`config.mk`:
```
export PLATFORM = sky130hd
export DESIGN_NAME = countdown_timer_with_pause
export DESIGN_NICKNAME = d
export VERILOG_FILES = /design/src/design/cdt_pkg.sv /design/src/design/countdown_timer_with_pause.sv
export SDC_FILE = /design/constraint.sdc
export NUM_CORES = 1
export LEC_CHECK = 0
export BUFFER_PORTS_ARGS = -buffer_cell sky130_fd_sc_hd__buf_2
export CAP_MARGIN = 20
export CORE_MARGIN = 4
export CORE_UTILIZATION = 42
export DETAILED_ROUTE_END_ITERATION = 6
export SLEW_MARGIN = 20
export SYNTH_ARGS = -nofsm -noshare
export SYNTH_HDL_FRONTEND = slang
export SYNTH_SLANG_ARGS = --single-unit
```
`constraint.sdc`:
```
create_clock -name clk_i -period 20.1 [get_ports clk_i]
set_clock_uncertainty 0.05 [all_clocks]
set_input_delay 1.005 -clock clk_i [delete_from_list [all_inputs] [get_ports clk_i]]
set_output_delay 1.005 -clock clk_i [all_outputs]
set_load 0.01 [all_outputs]
```
`src/design/cdt_pkg.sv`:
```
`timescale 1ns / 1ps
`default_nettype none
// ---------------------------------------------------------------------------
// Countdown timer package
// Shared types and constants for the MM:SS countdown timer.
// ---------------------------------------------------------------------------
package cdt_pkg;

  // Input command codes
  localparam logic CMD_TICK  = 1'b0;
  localparam logic CMD_DIGIT = 1'b1;

  // Entry geometry
  localparam int unsigned NUM_DIGITS  = 4;
  localparam int unsigned DIGIT_W     = 4;
  localparam int unsigned DIGIT_IDX_W = 2;
  localparam int unsigned POS_W       = 3;
  localparam logic [DIGIT_W-1:0] DIGIT_MAX = 4'd9;

  // Count and prescaler
  localparam int unsigned SECS_W = 13;
  localparam int unsigned TPS_W  = 8;
  localparam logic [TPS_W-1:0] TPS_RESET = 8'd14;

  typedef enum logic [1:0] {
    STATUS_IDLE     = 2'd0,
    STATUS_RUNNING  = 2'd1,
    STATUS_PAUSED   = 2'd2,
    STATUS_FINISHED = 2'd3
  } status_e;

  typedef logic [DIGIT_W-1:0] digit_t;

  typedef struct packed {
    logic               show_countdown;
    status_e            status;
    logic [SECS_W-1:0]  seconds_left;
    digit_t             minute_tens;
    digit_t             minute_units;
    digit_t             second_tens;
    digit_t             second_units;
  } result_t;

endpackage
`default_nettype wire

```
`src/design/countdown_timer_with_pause.sv`:
```
`timescale 1ns / 1ps
`default_nettype none
// ---------------------------------------------------------------------------
// Countdown timer with pause
// MM:SS entry and per-second countdown driven by tick and digit transfers.
// ---------------------------------------------------------------------------
//
//  Channel | Direction | Handshake             | Payload
//  --------+-----------+-----------------------+-----------------------------
//  in      | sink      | in_valid_i/in_stall_o | command, start/pause, digit
//  out     | source    | out_valid_o/out_stall_i | status, seconds, digits
//  cfg     | sink      | cfg_we_i              | ticks per second
//
//  One transfer in, one result out; a new transfer can be taken every cycle while in_stall_o is low.
//  State is updated at the accepting edge; the result is written at that same
//  edge into the output register, or into the skid if that register is held.
//  A one-entry skid register sits behind the output register, so in_stall_o
//  is a registered signal and rises only when both hold results.
//  rst_ni (async, active low) returns the timer to idle entry with
//  ticks per second at 14; result registers are not reset.
//
module countdown_timer_with_pause (
  input  wire logic                          clk_i,
  input  wire logic                          rst_ni,
  // configuration
  input  wire logic                          cfg_we_i,
  input  wire logic [cdt_pkg::TPS_W-1:0]     cfg_data_i,
  // input channel
  input  wire logic                          in_valid_i,
  output      logic                          in_stall_o,
  input  wire logic                          command_i,
  input  wire logic                          start_press_i,
  input  wire logic                          pause_press_i,
  input  wire logic [cdt_pkg::DIGIT_W-1:0]   digit_value_i,
  // output channel
  output      logic                          out_valid_o,
  input  wire logic                          out_stall_i,
  output      logic                          show_countdown_o,
  output      logic [1:0]                    status_o,
  output      logic [cdt_pkg::SECS_W-1:0]    seconds_left_o,
  output      logic [cdt_pkg::DIGIT_W-1:0]   minute_tens_o,
  output      logic [cdt_pkg::DIGIT_W-1:0]   minute_units_o,
  output      logic [cdt_pkg::DIGIT_W-1:0]   second_tens_o,
  output      logic [cdt_pkg::DIGIT_W-1:0]   second_units_o
);

  typedef enum logic [1:0] {
    RUN_IDLE     = 2'd0,
    RUN_RUNNING  = 2'd1,
    RUN_FINISHED = 2'd3
  } run_e;

  // -------------------------------------------------------------------------
  // Timer state
  // -------------------------------------------------------------------------
  logic [cdt_pkg::TPS_W-1:0]   tps_q;
  logic                        disp_q, disp_d;     // 1: countdown shown
  run_e                        run_q, run_d;
  logic                        paused_q, paused_d;
  cdt_pkg::digit_t             digits_q [cdt_pkg::NUM_DIGITS];
  cdt_pkg::digit_t             digits_d [cdt_pkg::NUM_DIGITS];
  logic [cdt_pkg::POS_W-1:0]   pos_q, pos_d;
  logic [cdt_pkg::TPS_W-1:0]   tick_q, tick_d;
  logic [cdt_pkg::SECS_W-1:0]  rem_q, rem_d;
  logic                        remv_q, remv_d;     // count held

  // Output register and skid
  cdt_pkg::result_t            out_q, skid_q, res_d;
  logic                        out_valid_q, skid_valid_q;

  logic                        in_acc, out_take;
  logic                        skip_tick;
  logic [cdt_pkg::TPS_W-1:0]   tick_inc;
  cdt_pkg::digit_t             digit_clamped;
  logic [cdt_pkg::SECS_W-1:0]  load_secs;
  logic [cdt_pkg::SECS_W-1:0]  minutes;
  cdt_pkg::status_e            status_d;

  assign in_stall_o = skid_valid_q;
  assign in_acc     = in_valid_i && !skid_valid_q;
  assign out_take   = out_valid_q && !out_stall_i;

  // Digits above nine stored as nine
  assign digit_clamped = (digit_value_i > cdt_pkg::DIGIT_MAX) ? cdt_pkg::DIGIT_MAX
                                                             : digit_value_i;

  // Seconds from MM:SS; constant multiplies only (max 99*60+99 = 6039)
  assign minutes   = cdt_pkg::SECS_W'(digits_q[0]) * cdt_pkg::SECS_W'(10)
                   + cdt_pkg::SECS_W'(digits_q[1]);
  assign load_secs = minutes * cdt_pkg::SECS_W'(60)
                   + cdt_pkg::SECS_W'(digits_q[2]) * cdt_pkg::SECS_W'(10)
                   + cdt_pkg::SECS_W'(digits_q[3]);

  assign tick_inc = tick_q + cdt_pkg::TPS_W'(1);

  // -------------------------------------------------------------------------
  // Next state: a digit stores one entry digit; a tick does start, pause, then prescaler
  // -------------------------------------------------------------------------
  always_comb begin
    disp_d    = disp_q;
    run_d     = run_q;
    paused_d  = paused_q;
    digits_d  = digits_q;
    pos_d     = pos_q;
    tick_d    = tick_q;
    rem_d     = rem_q;
    remv_d    = remv_q;
    skip_tick = 1'b0;

    if (command_i == cdt_pkg::CMD_DIGIT) begin
      // Fifth and later digits dropped until the entry is cleared
      if (pos_q < cdt_pkg::POS_W'(cdt_pkg::NUM_DIGITS)) begin
        digits_d[pos_q[cdt_pkg::DIGIT_IDX_W-1:0]] = digit_clamped;
        pos_d = pos_q + cdt_pkg::POS_W'(1);
      end
    end else begin
      if (start_press_i) begin
        if (paused_q) begin
          // resume only; tick not counted
          paused_d  = 1'b0;
          skip_tick = 1'b1;
        end else if (run_q == RUN_FINISHED) begin
          // back to entry; tick not counted
          disp_d    = 1'b0;
          digits_d  = '{default: '0};
          pos_d     = '0;
          run_d     = RUN_IDLE;
          skip_tick = 1'b1;
        end else begin
          disp_d = 1'b1;
          run_d  = RUN_RUNNING;
          rem_d  = load_secs;
          remv_d = 1'b1;
        end
      end

      if (!skip_tick) begin
        if (pause_press_i) begin
          if (!disp_d) begin
            digits_d = '{default: '0};
            pos_d    = '0;
            run_d    = RUN_IDLE;
          end
          if (run_d == RUN_RUNNING) begin
            paused_d = 1'b1;
          end
        end

        tick_d = tick_inc;
        if (tick_inc == tps_q) begin
          if (run_d == RUN_RUNNING && remv_d && rem_d != '0 && !paused_d) begin
            rem_d = rem_d - cdt_pkg::SECS_W'(1);
          end
          // zero count finishes even when paused
          if (remv_d && rem_d == '0) begin
            run_d  = RUN_FINISHED;
            remv_d = 1'b0;
            rem_d  = '0;
          end
          tick_d = '0;
        end
      end
    end
  end

  // Status from the post-step state
  always_comb begin
    unique case (run_d)
      RUN_FINISHED: status_d = cdt_pkg::STATUS_FINISHED;
      RUN_RUNNING:  status_d = paused_d ? cdt_pkg::STATUS_PAUSED
                                        : cdt_pkg::STATUS_RUNNING;
      default:      status_d = cdt_pkg::STATUS_IDLE;
    endcase
  end

  always_comb begin
    res_d.show_countdown = disp_d;
    res_d.status         = status_d;
    res_d.seconds_left   = remv_d ? rem_d : '0;
    res_d.minute_tens    = digits_d[0];
    res_d.minute_units   = digits_d[1];
    res_d.second_tens    = digits_d[2];
    res_d.second_units   = digits_d[3];
  end

  // -------------------------------------------------------------------------
  // Registers
  // -------------------------------------------------------------------------
  always_ff @(posedge clk_i or negedge rst_ni) begin
    if (!rst_ni) begin
      tps_q    <= cdt_pkg::TPS_RESET;
      disp_q   <= 1'b0;
      run_q    <= RUN_IDLE;
      paused_q <= 1'b0;
      digits_q <= '{default: '0};
      pos_q    <= '0;
      tick_q   <= '0;
      rem_q    <= '0;
      remv_q   <= 1'b0;
    end else begin
      if (cfg_we_i) begin
        tps_q <= cfg_data_i;
      end
      if (in_acc) begin
        disp_q   <= disp_d;
        run_q    <= run_d;
        paused_q <= paused_d;
        digits_q <= digits_d;
        pos_q    <= pos_d;
        tick_q   <= tick_d;
        rem_q    <= rem_d;
        remv_q   <= remv_d;
      end
    end
  end

  // Result handshake: output register plus one skid entry
  always_ff @(posedge clk_i or negedge rst_ni) begin
    if (!rst_ni) begin
      out_valid_q  <= 1'b0;
      skid_valid_q <= 1'b0;
    end else if (skid_valid_q) begin
      if (out_take) begin
        skid_valid_q <= 1'b0;
      end
    end else if (in_acc) begin
      if (!out_valid_q || out_take) begin
        out_valid_q <= 1'b1;
      end else begin
        skid_valid_q <= 1'b1;
      end
    end else if (out_take) begin
      out_valid_q <= 1'b0;
    end
  end

  always_ff @(posedge clk_i) begin
    if (skid_valid_q) begin
      if (out_take) begin
        out_q <= skid_q;
      end
    end else if (in_acc) begin
      if (!out_valid_q || out_take) begin
        out_q <= res_d;
      end else begin
        skid_q <= res_d;
      end
    end
  end

  assign out_valid_o      = out_valid_q;
  assign show_countdown_o = out_q.show_countdown;
  assign status_o         = out_q.status;
  assign seconds_left_o   = out_q.seconds_left;
  assign minute_tens_o    = out_q.minute_tens;
  assign minute_units_o   = out_q.minute_units;
  assign second_tens_o    = out_q.second_tens;
  assign second_units_o   = out_q.second_units;

  // -------------------------------------------------------------------------
  // Assertions
  // -------------------------------------------------------------------------
  a_skid_behind_out: assert property (@(posedge clk_i) disable iff (!rst_ni)
    skid_valid_q |-> out_valid_q)
    else $error("skid entry held without output entry");

  a_pos_range: assert property (@(posedge clk_i) disable iff (!rst_ni)
    pos_q <= cdt_pkg::POS_W'(cdt_pkg::NUM_DIGITS))
    else $error("entry position past last digit");

  a_count_iff_running: assert property (@(posedge clk_i) disable iff (!rst_ni)
    remv_q == (run_q == RUN_RUNNING))
    else $error("count held out of step with run state");

  a_paused_not_idle: assert property (@(posedge clk_i) disable iff (!rst_ni)
    paused_q |-> (run_q != RUN_IDLE))
    else $error("paused while idle");

  a_stall_after_full: assert property (@(posedge clk_i) disable iff (!rst_ni)
    (out_valid_q && out_stall_i && in_valid_i && !in_stall_o) |=> in_stall_o)
    else $error("result dropped on stalled output");

endmodule
`default_nettype wire
```
After elaboration in Yosys (flattened, before gate mapping)
Cells that the tools add are included.
Cells by class
  add/sub/neg operators: 6
  multiply operators: 3
  order comparisons: 4
  equality and inequality tests: 9
  mux-type cells: 85
  bitwise gates (word level): 5
  reductions and logical operators: 22
Operators with widths (count)
  two-way mux 13 bit: 13
  two-way mux 16 bit: 8
  two-way mux 32 bit: 4
  two-way mux 1 bit: 32
  two-way mux 2 bit: 14
  two-way mux 3 bit: 8
  bitwise mux 16 bit: 1
  multiplier 4 x 3 -> 7 bit, second input constant: 2
  adder 13 x 4 -> 13 bit: 1
  adder 13 x 8 -> 13 bit: 1
  logical NOT 13 bit: 1
  nonzero test 13 bit: 1
  subtractor 13 x 1 -> 13 bit, second input constant: 1
  AND reduction 3 bit: 4
  multiplier 9 x 4 -> 11 bit, second input constant: 1
  adder 8 x 4 -> 9 bit: 1
  adder 8 x 1 -> 8 bit, second input constant: 1
  demux 4 bit (select 2 bit): 1
  == test 8 bit: 1
  two-way mux 4 bit: 2
  two-way mux 8 bit: 1
  logical AND 1 bit: 7
  == test 2 x 1 -> 1 bit, second input constant: 3
  != test 2 x 1 -> 1 bit, second input constant: 3
  13 further kinds: 22
Word-level totals
  register bits after elaboration: 119

Logic depth before layout (Yosys ltp)
Gate-level depths: netlist of run 1.
  word-level depth: 31
  gate-level depth with buffers: 26
  gate-level depth less buffers: 25

Least setup slack after synthesis of run 1
No wires, ideal clock.
  path type: reg2reg
  start point: reg digits_q[12] (netlist name)
  end point: reg out_q (netlist bit seconds_left_o[11]), data pin
  arrival: 6.155 ns
  setup slack: 13.622 ns
  stages on the path, launching flop included: 26
  path buffers: 1
  period minus slack after synthesis: 6.478 ns
  path through: dfrtp_1 -> ha_1 -> fa_1 -> xor2_1 -> inv_1 -> fa_1 -> fa_1 -> inv_1 -> ha_1 -> a211oi_1 -> nor2_1 -> xor2_1 -> ha_1 -> ha_1 -> o21ai_0 -> o21a_1 -> mux2i_1 -> nand3_1 -> nor3_1 -> o2111a_2 -> nand2_2 -> a211oi_1 -> nor3_2 -> o32ai_4 -> buf_6 -> o31ai_2
Between the ends
  cells in the longest elaborated chain, start to end: 26
  elaborated cells between the ends (all ways): 31
RTL lines
  start, declared: line countdown_timer_with_pause.sv:60  | cdt_pkg::digit_t digits_q [cdt_pkg::NUM_DIGITS];
  start signal, assigned: line countdown_timer_with_pause.sv:208  | digits_q <= digits_d;
  multiplier 4 x 3 -> 7 bit *: line countdown_timer_with_pause.sv:88  | assign minutes = cdt_pkg::SECS_W'(digits_q[0]) * cdt_pkg::SECS_W'(10)
  adder 8 x 4 -> 9 bit *: line countdown_timer_with_pause.sv:89  | + cdt_pkg::SECS_W'(digits_q[1]);
  multiplier 9 x 4 -> 11 bit *: line countdown_timer_with_pause.sv:90  | assign load_secs = minutes * cdt_pkg::SECS_W'(60)
  adder 13 x 8 -> 13 bit *: line countdown_timer_with_pause.sv:91  | + cdt_pkg::SECS_W'(digits_q[2]) * cdt_pkg::SECS_W'(10)
  adder 13 x 4 -> 13 bit *: line countdown_timer_with_pause.sv:92  | + cdt_pkg::SECS_W'(digits_q[3]);
  two-way mux 13 bit *: line countdown_timer_with_pause.sv:122  | end else if (run_q == RUN_FINISHED) begin
  two-way mux 13 bit *: line countdown_timer_with_pause.sv:118  | if (paused_q) begin
  two-way mux 13 bit *: line countdown_timer_with_pause.sv:117  | if (start_press_i) begin
  two-way mux 13 bit *: line countdown_timer_with_pause.sv:110  | if (command_i == cdt_pkg::CMD_DIGIT) begin
  branches (longest 13 deep; another with subtractor 13 x 1 -> 13 bit)
  two-way mux 13 bit *: line countdown_timer_with_pause.sv:179  | res_d.seconds_left = remv_d ? rem_d : '0;
  two-way mux 32 bit *: line countdown_timer_with_pause.sv:243  | if (!out_valid_q || out_take) begin
  two-way mux 32 bit *: line countdown_timer_with_pause.sv:242  | end else if (in_acc) begin
  two-way mux 32 bit *: line countdown_timer_with_pause.sv:238  | if (skid_valid_q) begin
  end signal, assigned: line countdown_timer_with_pause.sv:240  | out_q <= skid_q;
  end signal, assigned: line countdown_timer_with_pause.sv:244  | out_q <= res_d;
  end, declared: line countdown_timer_with_pause.sv:68  | cdt_pkg::result_t out_q, skid_q, res_d;
Mark *: on every way between the ends. The select of a mux whose other input is x is not followed.
A chain may end at the register's enable or synchronous reset.

Worst setup path after layout of run 1
  start point: reg digits_q[12] (netlist name)
  end point: reg out_q (netlist bit seconds_left_o[10]), data pin
Same word-level chain as after synthesis.

==> impl_metrics.py, run 1 <==
metrics = {
    "global_routing": {
        "grt_max_degree": 57,
        "grt_pass1_wl_um": 32100,
        "grt_usage": 0.179,
        "antenna_found_initial": 0,
        "overflow": 0,
        "grt_pass1_vias": 6299,
    },
    "cts": {
        "htreeDepth": 4,
        "post_cts_buffers": 0,
        "cts.hold.buffers_added": 0,
        "cts_buffers": 17,
        "clk_pin_slew_worst_paths_ns": 0.06,
        "clock_sinks": 119,
        "clock_path_buffers": 2,
        "cts_tree": "built",
        "clk_latency_ns": 0.42,
        "postCtsResizedCells": 0,
        "clockRootBuffer": "clkbuf_16",
    },
    "floorplan": {
        "num_io_pins": 54,
        "coreArea_um2": 19600,
        "die-area_um2": 22300,
        "die_x_um": 149,
        "die_h_um": 149,
        "start_util": 0.429,
        "rows": 51,
    },
    "synthesis": {
        "syn_area_um2": 8410,
        "async_flop_share": 0.462,
        "synth_warnings": 0,
        "avgSynthCellArea_um2": 9.58,
        "yosysTopAreaCell": "edfxtp_1",
        "synthTopCellsByArea": "edfxtp_1 23%, dfrtp_1 15%, ha_1 6.7%, nand2_1 5.6%, o21ai_0 4.8%",
        "synth-seq-cells": 119,
        "synth_cell_types": 78,
        "seq_area_frac_synth": 0.393,
        "synth-edff-count": 64,
        "postSynthCellCount": 877,
        "synth_common_cells": "126 x nand2_1, 80 x o21ai_0, 64 x edfxtp_1",
        "syn_nets": 958,
        "post-synth-top-area-fraction": 0.229,
        "yosysMostFrequentCell": "nand2_1",
        "synth-main-ff-cell": "edfxtp_1",
    },
    "placement": {
        "hpwlAfterDp_um": 13500,
        "pre_cts_slack_ns": 12.34,
        "gp_congestion": 0.875,
        "port_buffers": 53,
        "dp.cells": 1163,
    },
    "routing": {
        "ant_nets": 0,
        "dr.pass1.iters": 5,
        "wl_per_cell_um": 16.1,
        "routed_via_density": 5.49,
        "drcViolationCount": 0,
        "vias": 6569,
        "wirelength_um": 19300,
        "drt_iter0_drc": 502,
    },
    "setup_path": {
        "crit_fanout": 20,
        "critPathLaunchType": "register",
        "critPathRequiredTime_ns": 20.23,
        "path_class": "reg -> reg",
        "end_kind": "register",
        "cp_data_arrival_time_ns": 7.70,
    },
    "sta": {
        "max_freq_mhz": 132,
        "max_slew_margin": 0.365,
        "fin_ws_ns": 12.52,
        "worst_slew_pin_slew_ns": 0.948,
        "fin_crit_ns": 7.58,
        "drv_slew": 0,
        "rsz0062_at_grt": "no",
        "setup_violations": 0,
        "min_period_over_period": 0.377,
        "finalHoldViolCount": 0,
        "setup_tns_ns": 0,
    },
    "min_path": {
        "hold_path_class": "reg -> reg",
    },
    "layout": {
        "layout.cells.non_filler": 1197,
        "drive_gt1_frac": 0.165,
        "nNetsFinal": 1000,
        "insertedDiodeCount": 0,
        "post-route-util": 0.485,
        "area_growth_pct": 13.0,
    },
    "outcome": {
        "status": "finished, final reports clean",
    },
    "run": {
        "drv_cap": 0,
    },
}
metal layers:
metal	up-vias	global-route usage	wire length (um)
li1	3268	-	-
met1	3162	0.252	9490
met2	121	0.286	8820
met3	18	0.0312	705
met4	0	0.0508	258
met5	-	0	0
per-stage QoR:
step | area (um^2) | hold slack [ns]
floorplan | 8410 | 0.419
global placement | 8900 | 0.443
detailed placement | 8900 | 0.461
CTS | 9460 | 0.474
global route | 9500 | 0.491
finish | 9500 | 0.473
worst max-delay path: stages (launching register included):
cell and delay [ns]:
dfrtp_1 0.42, ha_1 0.23, fa_1 0.43, xor2_1 0.40, inv_1 0.15, fa_1 0.48, fa_1 0.54, inv_1 0.04
ha_1 0.24, a211oi_1 0.38, nor2_1 0.11, xor2_1 0.16, ha_1 0.30, ha_1 0.35, inv_1 0.09, o21bai_1 0.09
o21a_1 0.21, o21ai_1 0.23, nor3_2 0.08, xor2_1 0.21, a21oi_2 0.58, o21ai_1 0.16, o2111ai_1 0.48, o32ai_4 0.23
buf_6 0.22, o41ai_1 0.45
area by class of cell:
| class | count | area (um^2) |
|---|---|---|
| Clock buffer | 29 | 522 |
| Clock inverter | 3 | 42.5 |
| Fill cell | 1849 | 10100 |
| Inverter | 43 | 161 |
| Multi-Input combinational cell | 675 | 4780 |
| Sequential cell | 119 | 3300 |
| Tap cell | 265 | 332 |
| Timing Repair Buffer | 63 | 364 |
registers in the layout, summed over array words and instances (netlist names), 2 cells and up:
signal / flops
run_q: 2
status_o: 2
rem_q: 13
tps_q: 8
second_tens_o: 4
minute_tens_o: 4
digits_q: 16
second_units_o: 4
tick_q: 8
skid_q: 32
minute_units_o: 4
seconds_left_o: 13
pos_q: 3
cell families (layout without fill, tap and decap cells):
family | count (synthesis) | after routing | share of synthesized area
compound gates | 235 | 235 | 0.192
xor+xnor | 46 | 46 | 0.0479
fa+ha+maj | 61 | 61 | 0.105
buf+inv | 83 | 138 | 0.0403
flops | 119 | 119 | 0.393
mux | 45 | 45 | 0.0591
simple gates | 288 | 288 | 0.162
cells in the final DEF, fill, tap and decap left out, drive strengths merged, types with 19 or more instances in the layout:
cell	count
o21ai	85
xor2	19
edfxtp	64
nor2	53
clkbuf	29
ha	45
buf	63
inv	43
nand2	128
a21oi	41
nand2b	21
dfrtp	52
xnor2	27
mux2	27
worst paths after layout:
kind | start | end | slack [ns] | cells past startpoint
worst max-delay path | digits_q[12]$_DFFE_PN0P_ | seconds_left_o[10]$_DFFE_PP_ | 12.52 | 25
worst min-delay path | rem_q[8]$_DFFE_PN0P_ | rem_q[8]$_DFFE_PN0P_ | 0.47 | 2
worst max register to register | digits_q[12]$_DFFE_PN0P_ | seconds_left_o[10]$_DFFE_PP_ | 12.52 | 25
worst min register to register | rem_q[8]$_DFFE_PN0P_ | rem_q[8]$_DFFE_PN0P_ | 0.47 | 2
max in group asynchronous | rst_ni | rem_q[4]$_DFFE_PN0P_ | 18.76 | 2
min in group asynchronous | rst_ni | pos_q[1]$_DFFE_PN0P_ | 0.69 | 2
Power of run 1 is left out: the tool's default activity adds up to more than one toggle a clock period on the data nets, which glitch-free logic cannot reach.
==> inputs of run 2 (changes only) <==
--- a/config.mk
+++ b/config.mk
@@ -5,6 +5,7 @@
 export SDC_FILE = /design/constraint.sdc
 export NUM_CORES = 1
 export LEC_CHECK = 0
+export ABC_AREA = 1
 export BUFFER_PORTS_ARGS = -buffer_cell sky130_fd_sc_hd__buf_2
 export CAP_MARGIN = 20
 export CORE_MARGIN = 4
==> constraint.sdc (replaced) <==
create_clock -name clk_i -period 6.84 [get_ports clk_i]
set_clock_uncertainty 0.05 [all_clocks]
set_input_delay 0.342 -clock clk_i [delete_from_list [all_inputs] [get_ports clk_i]]
set_output_delay 0.342 -clock clk_i [all_outputs]
set_load 0.01 [all_outputs]
==> run 2 against run 1 <==
Effect of this change: core utilization increased by 2.3 points; worst setup slack got worse by 12 ns; flip-flop and latch count did not move; critical path depth increased by 13; final cell count increased by 14%; register-to-register slack got worse by 12 ns; sequential share of layout area down 0.43 points; first-iteration DRC count decreased by 8.4%; die area fell by 2.1%; synthesized cell count grew 17%.
==> impl_metrics.py, run 2 <==
metrics = {
    "global_routing": {
        "antenna_found_initial": 0,
        "grt_max_degree": 56,
        "overflow": 0,
        "grt_pass1_vias": 6299,
        "grt_usage": 0.178,
        "grt_pass1_wl_um": 31500,
    },
    "placement": {
        "hpwlAfterDp_um": 13700,
        "port_buffers": 53,
        "gp_congestion": 0.881,
    },
    "setup_path": {
        "r2r-end": "seconds_left_o[7]$_DFFE_PP_",
        "cp_data_arrival_time_ns": 6.48,
        "path_class": "reg -> reg",
        "timing.rr.start": "digits_q[12]$_DFFE_PN0P_",
        "cp-startpoint": "digits_q[12]$_DFFE_PN0P_",
        "critPathLaunchType": "register",
        "critPathRequiredTime_ns": 6.96,
        "end_kind": "register",
        "crit_fanout": 10,
        "crit_top_cell": "nand2_1",
        "rrSetupSlack_ns": 0.47,
        "cpPeakStageDelay_ns": 0.55,
        "crit_end": "seconds_left_o[7]$_DFFE_PP_",
        "slowest_stage": "fa_2",
        "r2r_cells": 38,
    },
    "sta": {
        "finalHoldViolCount": 0,
        "worst_slew_pin_slew_ns": 0.952,
        "min_period_over_period": 0.931,
        "drv_slew": 0,
        "max_slew_margin": 0.364,
        "setup_tns_ns": 0,
        "fin_crit_ns": 6.37,
        "setup_violations": 0,
        "max_freq_mhz": 157,
    },
    "routing": {
        "drcViolationCount": 0,
        "routed_via_density": 4.85,
        "wirelength_um": 18700,
        "vias": 6646,
        "drt_iter0_drc": 460,
        "ant_nets": 0,
        "wl_per_cell_um": 13.6,
        "dr.pass1.iters": 5,
    },
    "min_path": {
        "hold_path_class": "in -> async",
    },
    "layout": {
        "drive_gt1_frac": 0.174,
        "final_common_cell": "nand2_1",
        "area_growth_pct": 17.2,
        "insertedDiodeCount": 0,
        "largest_reg_flops": 32,
        "n_fill_cell": 1836,
        "mostFrequentLayoutCells": "319 x nand2_1, 148 x inv_1, 73 x o21ai_0, 64 x edfxtp_1, 53 x buf_2",
        "nNetsFinal": 1177,
        "top_register": "skid_q",
        "reg_top3": "skid_q (32), digits_q (16)",
    },
    "floorplan": {
        "die_x_um": 148,
        "start_util": 0.433,
        "die-area_um2": 21900,
        "coreArea_um2": 19000,
        "num_io_pins": 54,
        "die_h_um": 148,
        "rows": 50,
    },
    "cts": {
        "clock_sinks": 119,
        "clock_path_buffers": 2,
        "htreeDepth": 4,
        "clk_latency_ns": 0.42,
        "clk_pin_slew_worst_paths_ns": 0.06,
        "clockRootBuffer": "clkbuf_16",
        "cts_tree": "built",
        "cts_buffers": 17,
    },
    "synthesis": {
        "synth_common_cells": "319 x nand2_1, 148 x inv_1, 73 x o21ai_0",
        "yosysMostFrequentCell": "nand2_1",
        "synth_cell_types": 51,
        "synth_warnings": 0,
        "yosysTopAreaCell": "edfxtp_1",
        "synth-edff-count": 64,
        "syn_nets": 1108,
        "syn_area_um2": 8220,
        "synth-main-ff-cell": "edfxtp_1",
        "synthTopCellsByArea": "edfxtp_1 23%, dfrtp_1 16%, nand2_1 15%, ha_1 6.9%, inv_1 6.8%",
        "avgSynthCellArea_um2": 8.00,
        "postSynthCellCount": 1027,
        "seq_area_frac_synth": 0.402,
        "post-synth-top-area-fraction": 0.234,
        "synth-seq-cells": 119,
        "async_flop_share": 0.462,
    },
    "outcome": {
        "status": "finished, final reports clean",
    },
    "run": {
        "drv_cap": 0,
    },
}
run 2: worst min path at each step:
stage                              end  cells after the start  slack [ns]            startpoint
5_1_grt           tps_q[5]$_DFFE_PN0P_                      3        0.07         cfg_data_i[5]
2_1_floorplan  digits_q[0]$_DFFE_PN0P_                      0      -0.004                rst_ni
4_1_cts             disp_q$_DFFE_PN0P_                      2        0.05                rst_ni
3_3_place_gp      rem_q[0]$_DFFE_PN0P_                      2        0.44  rem_q[0]$_DFFE_PN0P_
6_report          paused_q$_DFFE_PN0P_                      2        0.03                rst_ni
3_5_place_dp      tps_q[1]$_DFFE_PN1P_                      2        0.44  tps_q[1]$_DFFE_PN1P_
run 2: per-layer routing:
metal / vias up / routed length, um / GRT usage
li1: 3483 / - / -
met3: 15 / 704 / 0.0322
met2: 112 / 8400 / 0.279
met5: - / 0 / 0
met1: 3036 / 9320 / 0.252
met4: 0 / 253 / 0.0531
run 2: stage by stage:
step	instances	setup slack [ns]	util	hold WS, ns	instance area [um^2]
6_report	1369	0.474	0.508	0.0269	9630
3_3_place_gp	1334	0.299	0.468	0.437	8870
3_5_place_dp	1334	0.242	0.468	0.437	8870
5_1_grt	1369	-0.00448	0.508	0.0734	9630
2_1_floorplan	1027	0.708	-	-0.00359	8220
4_1_cts	1366	0.215	0.497	0.0489	9420
run 2: logic make-up after synthesis:
| kind of cell | after synthesis | synth area share |
|---|---|---|
| simple gates | 476 | 0.258 |
| buf+inv | 187 | 0.0912 |
| compound gates | 158 | 0.113 |
| flops | 119 | 0.402 |
| fa+ha+maj | 61 | 0.108 |
| xor+xnor | 23 | 0.0245 |
| mux | 3 | 0.00411 |
run 2: worst max-delay path: cells and delay by family, from the launching register on:
kind                       cells  cell delay, ns
DFF                            1            0.44
AOI/OAI and AO/OA              1            0.12
buffers and inverters          7            0.65
adders and majority gates      7            2.88
and+or+nand+nor               23            1.98
run 2: final cells by class:
class                      instances  area, um^2  area share
inverter                         157         592      0.0615
timing repair buffer              80         520      0.0541
clock buffer                      17         425      0.0442
sequential                       119        3300       0.343
tap                              260         325      0.0338
multi-input combinational        721        4330       0.450
clock inverter                    15         131      0.0136
run 2: repair_timing:
item / 4_1_cts / 5_1_grt
endpoints found under the hold margin: 0 / 0
endpoints found under the setup margin: 0 / 33
resized for setup: 0 / 26
setup buffers: 0 / 2
hold buffers: 0 / 0
Power of run 2 is left out for the same reason.
